**src/hw/rtl/rdm_pkg.sv**
```systemverilog
package rdm_pkg;

    localparam int COEF_W    = 32;
    localparam int COORD_W   = 32;
    localparam int TAB_DEPTH = 36;
    localparam int SET_SIZE  = 18;
    localparam int ROW_SIZE  = 6;
    localparam int IDX_W     = 6;
    localparam int SUM_W     = 98;
    localparam int NUM_W     = SUM_W + 16;
    localparam int Q_W       = 32;
    localparam int CMP_W     = SUM_W + Q_W;
    localparam int PADDR_W   = 3;

    localparam logic ACT_LOAD = 1'b0;
    localparam logic ACT_MAP  = 1'b1;

    localparam logic REG_DIRECTION = 1'b0;

    typedef struct packed {
        logic                        action;
        logic [IDX_W-1:0]            coef_index;
        logic signed [COEF_W-1:0]    coef_value;
        logic signed [COORD_W-1:0]   in_x;
        logic signed [COORD_W-1:0]   in_y;
    } req_t;

    typedef struct packed {
        logic signed [COORD_W-1:0]   out_x;
        logic signed [COORD_W-1:0]   out_y;
        logic                        zero_divisor;
        logic                        saturated;
    } res_t;

    typedef logic [SET_SIZE-1:0][COEF_W-1:0] coef_set_t;

    typedef struct packed {
        logic [NUM_W-1:0] rem_x;
        logic [NUM_W-1:0] rem_y;
        logic [SUM_W-1:0] d;
        logic [Q_W-1:0]   qx;
        logic [Q_W-1:0]   qy;
        logic             neg_x;
        logic             neg_y;
        logic             zero;
        logic             ovf_x;
        logic             ovf_y;
    } div_t;

endpackage

```
**src/hw/rtl/rdm_div_stage.sv**
```systemverilog
module rdm_div_stage #(
    parameter int SHIFT = 0
) (
    input  logic          clk,
    input  logic          rst_n,
    input  logic          en,
    input  logic          in_v,
    input  rdm_pkg::div_t in_d,
    output logic          out_v,
    output rdm_pkg::div_t out_d
);
    import rdm_pkg::*;

    logic [CMP_W-1:0] dsh;
    logic [CMP_W-1:0] rx, ry;
    div_t             nxt;
    logic             v_reg;
    div_t             d_reg;

    // one quotient bit per axis
    always_comb
    begin
        dsh = CMP_W'(in_d.d) << SHIFT;
        rx  = CMP_W'(in_d.rem_x);
        ry  = CMP_W'(in_d.rem_y);
        nxt = in_d;
        if (rx >= dsh)
        begin
            nxt.rem_x     = NUM_W'(rx - dsh);
            nxt.qx[SHIFT] = 1'b1;
        end
        if (ry >= dsh)
        begin
            nxt.rem_y     = NUM_W'(ry - dsh);
            nxt.qy[SHIFT] = 1'b1;
        end
    end

    always_ff @(posedge clk or negedge rst_n)
    begin
        if (!rst_n)
            v_reg <= 1'b0;
        else if (en)
            v_reg <= in_v;
    end

    always_ff @(posedge clk)
    begin
        if (en)
            d_reg <= nxt;
    end

    assign out_v = v_reg;
    assign out_d = d_reg;

endmodule

```
**config.mk**
```make
export PLATFORM = sky130hd
export DESIGN_NAME = rdm_div_stage
export DESIGN_NICKNAME = d
export VERILOG_FILES = /design/src/hw/rtl/rdm_pkg.sv /design/src/hw/rtl/rdm_div_stage.sv
export SDC_FILE = /design/constraint.sdc
export NUM_CORES = 1
export LEC_CHECK = 0
export BUFFER_PORTS_ARGS = -buffer_cell sky130_fd_sc_hd__buf_2
export CELL_PAD_IN_SITES_DETAIL_PLACEMENT = 0
export CELL_PAD_IN_SITES_GLOBAL_PLACEMENT = 1
export CORE_AREA = 2 2 309 311
export CTS_BUF_LIST = sky130_fd_sc_hd__clkbuf_2 sky130_fd_sc_hd__clkbuf_4 sky130_fd_sc_hd__clkbuf_8
export DETAILED_ROUTE_END_ITERATION = 12
export DIE_AREA = 0 0 311 313
export HOLD_SLACK_MARGIN = 0.1
export PLACE_DENSITY = 0.76
export SYNTH_ARGS = -nofsm -noshare
export SYNTH_HDL_FRONTEND = slang
export SYNTH_SLANG_ARGS = --single-unit
```
**constraint.sdc**
```tcl
create_clock -name clk -period 0.8 [get_ports clk]
set_input_delay 0.16 -clock clk [delete_from_list [all_inputs] [get_ports clk]]
set_output_delay 0.16 -clock clk [all_outputs]
set_load 0.05 [all_outputs]
```
==> results.py, run 1 <==
metrics = {
    "outcome": {
        "status": "complete, but fails checks",
        "violations": "hold timing, setup timing",
    },
    "worst_setup_path": {
        "reg2reg_depth": 1,
        "cp_max_fo": 6,
        "crit_path_end": "out_d[315]$_DFFE_PP_",
        "critPathBufInv": 7,
        "crit_chain": "buf_12, inv_12, ha_4, inv_2, fa_2, a211oi_2, o21a_2, nor4_4, or4b_4, and2_4, a211o_1, nor3b_4, a2111o_1, nand2_8, buf_12, buf_12, buf_12, buf_16, nand2_4, o21ai_1",
        "path_depth": 20,
        "r2r_start": "out_v$_DFFE_PN0P_",
        "start_kind": "input pin",
        "crit_path_frequent_cell": "buf_12",
        "critPathRequiredTime_ns": 1.35,
        "crit_path_top_delay_cell": "or4b_4",
        "rrSetupSlack_ns": 0.02,
        "path_class": "in -> reg",
        "critPathLaunch": "in_d[281]",
        "endpoint_kind": "register",
        "arrival_ns": 3.81,
        "critical_path.top_delay_family": "compound AO/OA/AOI/OAI gates",
        "r2r_end": "out_v$_DFFE_PN0P_",
        "max_stage_delay_ns": 0.55,
    },
    "floorplanning": {
        "fp-row-count": 113,
        "die_area_sq_um": 97300,
        "core_sq_um": 94200,
        "die_x_microns": 311,
        "ioPinCount": 795,
        "die_y_microns": 313,
        "initial_core_util_pct": 30.3,
    },
    "yosys": {
        "async_flop_share_pct": 0.253,
        "ys_ff_latch": 396,
        "ys_warn_count": 0,
        "syn-cell-area_sq_um": 28600,
        "ys_types": 78,
        "syn_inst": 3156,
        "synth_edf_count": 395,
        "synthFlopType": "edfxtp_1",
        "synth_nets": 3753,
        "syn_avg_cell_area_sq_um": 9.05,
        "ys_seq_area_share_pct": 41.6,
    },
    "timing": {
        "relSlewSlack_pct": 58.1,
        "worst_pin_slew_ns": 0.626,
        "fin_setup_tns_ns": -801.07,
        "finalHoldViolCount": 30,
        "finalMaxSlewViolations": 0,
        "setup_viol": 686,
        "rsz0062_at_grt": "true",
        "whs_ns": -0.314,
        "period_share_pct": 407,
        "skew_ns": 0,
        "fin_crit_ns": 3.26,
        "timing.fmax_mhz": 307,
        "setup_ws_ns": -2.46,
    },
    "clocking": {
        "cts.sinks": 396,
        "htreeDepth": 3,
        "clockRootBuffer": "clkbuf_8",
        "cts_tree": "done",
        "clk_pin_slew_worst_paths_ns": 0.06,
        "cts.path.max_buffers": 3,
        "numCtsBuffers": 76,
        "worstSkewPairLatency_ns": 0.69,
    },
    "global_route": {
        "grt_util_met1_pct": 35.6,
        "antenna_found_initial": 30,
        "met2_usage_pct": 51.4,
        "grt_max_degree": 37,
        "overflow": 0,
        "grt_pass1_wl_mm": 218,
        "grt_usage_pct": 29.7,
        "top_usage_layer": "met2",
        "grt_pass1_vias": 35800,
        "gr-usage-met3_pct": 5.68,
    },
    "power_and_ir_drop": {
        "p_per_area_nw_per_um2": 1660,
        "power_w": 0.0920,
        "vdd_ir_drop_max_mv": 1.70,
        "power.leakage_nw": 24.6,
    },
    "place": {
        "hpwlAfterDp_mm": 119,
        "placed_area_sq_um": 45700,
        "gp_congestion": 0.975,
        "post-place-ws_ns": -3.52,
        "io_buffers": 794,
    },
    "final_layout": {
        "final_util_pct": 58.8,
        "multi_input_area_sq_um": 18200,
        "drive_above_1_share_pct": 48.1,
        "layout.nets": 6233,
        "layout-area-overhead-vs-synth_pct": 93.9,
        "final_area_sq_um": 55400,
        "fillCellCount": 7973,
        "seq_area_sq_um": 11900,
    },
    "routing": {
        "drc": 0,
        "drtIter0Drc": 2817,
        "postRouteWirelength_mm": 155,
        "dr.pass1.iters": 7,
        "vias": 35500,
        "wl_per_cell_microns": 22.2,
        "drtAntennaViolNets": 0,
        "viasPerCell": 5.09,
    },
    "hold_path": {
        "hp-class": "in -> reg",
        "min_path_cells": 1,
    },
    "run": {
        "drv_cap": 0,
    },
}
## placed cells by master (no fill, tap or decap), types with 16 or more instances in the layout
master and instances:
xor2_1 94, nor2_1 180, xnor2_1 113, a21o_1 85, nor2_2 19, nand2_1 293, ha_4 47, a21oi_1 318
dlygate4sd3_1 421, clkbuf_4 21, buf_12 180, inv_2 24, inv_1 146, buf_6 40, o21ai_0 140, buf_2 648
nand2b_1 26, nor3_1 57, nor4_4 16, o21ai_1 78, clkbuf_8 77, buf_4 1230, a31oi_1 18, clkinv_1 16
nand3_1 43, buf_8 16, edfxtp_1 395, nand4_1 105, o211ai_1 21, o21a_1 32, o21ai_2 48, ha_1 146
o21bai_1 65, a21oi_2 67, nand2_2 19, nor2_4 50
## where the power goes
| group | switching (W) | internal [W] |
|---|---|---|
| clock network | 0.0100 | 0.0104 |
| registers | 0.00165 | 0.0263 |
| logic | 0.0243 | 0.0193 |
| total | 0.0360 | 0.0560 |
## state kept, by name, indices dropped and copies added (netlist names)
name,cells
out_d,395
out_v,1
## metrics by stage
step	std cells	hold WS, ns
CTS	6866	-0.453
global placement	6299	-0.0647
floorplan	3156	-0.136
finish	6971	-0.314
detailed placement	6299	-0.0639
global route	6970	-0.353
## layout make-up
type                    count  area share (%)
multi-input cells        2433            32.9
diodes                     14          0.0633
clock inverters            36           0.436
clock buffers              98            2.20
well taps                1265            2.86
inverters                 176            1.26
flip-flops and latches    396            21.5
repair buffers           2553            38.8
## synthesized netlist by cell type, drive strengths merged (48+ instances only)
| library cell | n | area [sq um] |
|---|---|---|
| a21oi | 395 | 1980 |
| nor2 | 249 | 935 |
| inv | 176 | 661 |
| a21o | 86 | 646 |
| xor2 | 97 | 850 |
| nand3 | 48 | 240 |
| nand4 | 105 | 657 |
| o21bai | 71 | 533 |
| ha | 196 | 2450 |
| nand2 | 328 | 1230 |
| clkbuf | 112 | 424 |
| edfxtp | 395 | 11900 |
| nor3 | 70 | 350 |
| o21ai | 268 | 1340 |
| xnor2 | 119 | 1040 |
## worst min-delay path by stage
stage | slack, ns | startpoint | endpoint
3_3_place_gp | -0.06 | rst_n | out_v$_DFFE_PN0P_
4_1_cts | -0.45 | in_d[73] | out_d[73]$_DFFE_PP_
3_5_place_dp | -0.06 | rst_n | out_v$_DFFE_PN0P_
2_1_floorplan | -0.14 | rst_n | out_v$_DFFE_PN0P_
6_report | -0.31 | in_d[70] | out_d[70]$_DFFE_PP_
5_1_grt | -0.35 | in_d[70] | out_d[70]$_DFFE_PP_
## cells by family after synthesis
family | count (synthesis) | synth area share (%)
compound gates | 1020 | 21.3
simple gates | 976 | 16.1
flops | 396 | 41.6
buf+inv | 328 | 4.76
xor+xnor | 216 | 6.62
fa+ha+maj | 198 | 8.73
mux | 22 | 0.859
## what timing repair did
action                     4_1_cts  5_1_grt
pin swaps                       77      131
hold endpoints to repair       751      266
hold buffers                   386       73
setup endpoints to repair      626      686
cloned                          14        5
setup buffers                   34       56
gates resized for setup        242      412
## routing by layer
layer / vias up / part of all wire [%]
met2: 1389 / 49
met3: 376 / 6.6
met5: - / 0.11
li1: 16700 / -
met1: 17100 / 40
met4: 26 / 4.5
(Power assumes the default switching activity.)
==> run 2: changes to the inputs <==
--- a/constraint.sdc
+++ b/constraint.sdc
@@ -3,2 +3,2 @@
 set_output_delay 0.16 -clock clk [all_outputs]
-set_load 0.05 [all_outputs]
+set_load 0.02 [all_outputs]
==> results.py, run 2 (synthesized netlist as in run 1, its figures left out) <==
metrics = {
    "timing": {
        "period_share_pct": 416,
        "setup_viol": 655,
        "fin_crit_ns": 3.33,
        "whs_ns": -0.376,
        "relSlewSlack_pct": 62.9,
        "timing.fmax_mhz": 300,
        "skew_ns": 0,
        "setup_ws_ns": -2.53,
        "rsz0062_at_grt": "true",
        "finalMaxSlewViolations": 0,
        "worst_pin_slew_ns": 0.551,
        "finalHoldViolCount": 80,
    },
    "routing": {
        "drtAntennaViolNets": 0,
        "drtIter0Drc": 2820,
        "drc": 0,
        "vias": 35900,
        "viasPerCell": 5.13,
        "postRouteWirelength_mm": 158,
        "wl_per_cell_microns": 22.6,
        "dr.pass1.iters": 8,
    },
    "place": {
        "io_buffers": 794,
        "hpwlAfterDp_mm": 117,
        "post-place-ws_ns": -3.56,
        "gp_congestion": 0.979,
    },
    "worst_setup_path": {
        "arrival_ns": 3.91,
        "start_kind": "input pin",
        "critPathRequiredTime_ns": 1.38,
        "reg2reg_depth": 1,
        "r2r_end": "out_v$_DFFE_PN0P_",
        "cp_max_fo": 8,
        "endpoint_kind": "register",
        "path_class": "in -> reg",
        "rrSetupSlack_ns": 0.04,
        "r2r_start": "out_v$_DFFE_PN0P_",
    },
    "floorplanning": {
        "ioPinCount": 795,
        "die_area_sq_um": 97300,
        "die_x_microns": 311,
        "fp-row-count": 113,
        "initial_core_util_pct": 30.3,
        "core_sq_um": 94200,
        "die_y_microns": 313,
    },
    "clocking": {
        "worstSkewPairLatency_ns": 0.72,
        "cts.sinks": 396,
        "numCtsBuffers": 77,
        "htreeDepth": 3,
        "cts.path.max_buffers": 3,
        "cts_tree": "done",
        "clockRootBuffer": "clkbuf_8",
        "clk_pin_slew_worst_paths_ns": 0.07,
    },
    "global_route": {
        "grt_usage_pct": 30.3,
        "grt_max_degree": 57,
        "grt_pass1_wl_mm": 223,
        "overflow": 0,
        "grt_pass1_vias": 35900,
        "antenna_found_initial": 41,
    },
    "hold_path": {
        "min-delay-start": "in_d[70]",
        "min_path_cells": 1,
        "hp-class": "in -> reg",
        "worstHoldEndpoint": "out_d[70]$_DFFE_PP_",
    },
    "power_and_ir_drop": {
        "vdd_ir_drop_max_mv": 1.34,
        "power.leakage_nw": 24.6,
        "p_per_area_nw_per_um2": 1580,
    },
    "final_layout": {
        "layout-area-overhead-vs-synth_pct": 93.5,
        "layout.nets": 6245,
        "most-common-layout-cells": "buf_4 (1198), buf_2 (632), dlygate4sd3_1 (422)",
        "drive_above_1_share_pct": 49.5,
        "fillCellCount": 7902,
        "largest_reg_flops": 395,
        "final_common_cell": "buf_4",
    },
    "outcome": {
        "status": "complete, but fails checks",
        "violations": "hold timing, setup timing",
    },
    "run": {
        "drv_cap": 0,
    },
}
-- run 2: layer usage --
layer  share of wire [%]  up-vias  GRT usage [%]  wire length (microns)
met3                 7.4      412           6.35                  11800
met4                 5.0       28           12.0                   7840
met1                  39    17200           36.4                  61600
met2                  49     1585           52.7                  76900
li1                    -    16700              -                      -
met5                0.11        -              0                    173
-- run 2: report_power, final --
part / switching, W / internal (W)
clock: 0.0106 / 0.0131
sequential: 0.00123 / 0.0262
combinational: 0.0188 / 0.0172
total: 0.0307 / 0.0565
-- run 2: repair_timing --
action / CTS / global route
resized for setup: 636 / 540
hold endpoints to repair: 792 / 352
gates cloned: 33 / 2
hold buffers: 393 / 40
endpoints found under the setup margin: 626 / 655
pin swaps: 106 / 130
buffers inserted: 59 / 46
-- run 2: final cells by class --
class | count | area [sq um] | area share (%)
timing repair buffer | 2563 | 20800 | 37.7
multi-input combinational | 2434 | 18500 | 33.5
sequential | 396 | 11900 | 21.5
tap | 1265 | 1580 | 2.86
clock buffer | 92 | 1170 | 2.12
inverter | 176 | 704 | 1.27
clock inverter | 46 | 514 | 0.930
antenna | 23 | 57.6 | 0.104
-- run 2: critical path, stage by stage --
cell	delay, ns
buf_12	0.11
inv_12	0.04
ha_4	0.12
inv_2	0.03
fa_2	0.35
a211oi_2	0.21
o21a_2	0.23
nor4_4	0.07
or4b_4	0.56
and2_4	0.17
a211o_1	0.31
nor3b_4	0.18
a2111o_1	0.47
nand2_8	0.14
buf_8	0.12
buf_12	0.16
buf_12	0.16
buf_16	0.14
nand2_2	0.05
o21ai_1	0.09
-- run 2: worst max-delay path by stage --
stage | start | endpoint | cells past startpoint
after global routing | in_d[281] | out_d[326]$_DFFE_PP_ | 20
final | in_d[281] | out_d[318]$_DFFE_PP_ | 20
after detailed placement | in_d[281] | out_d[301]$_DFFE_PP_ | 17
after global placement | in_d[281] | out_d[309]$_DFFE_PP_ | 17
after CTS | in_d[281] | out_d[357]$_DFFE_PP_ | 19
after floorplan | in_d[281] | out_d[282]$_DFFE_PP_ | 16
-- run 2: metrics by stage --
| step | utilization [%] | total power [W] | cell area, sq um | instances | setup TNS [ns] |
|---|---|---|---|---|---|
| after floorplan | - | 0.0413 | 29400 | 3156 | -533.99 |
| after global placement | 46.3 | 0.0571 | 43600 | 6303 | -825.22 |
| after detailed placement | 46.3 | 0.0573 | 43600 | 6303 | -832.69 |
| after CTS | 56.3 | 0.0845 | 53000 | 6923 | -812.20 |
| after global routing | 58.7 | 0.0903 | 55300 | 6990 | -818.39 |
| final | 58.7 | 0.0871 | 55300 | 6995 | -785.18 |
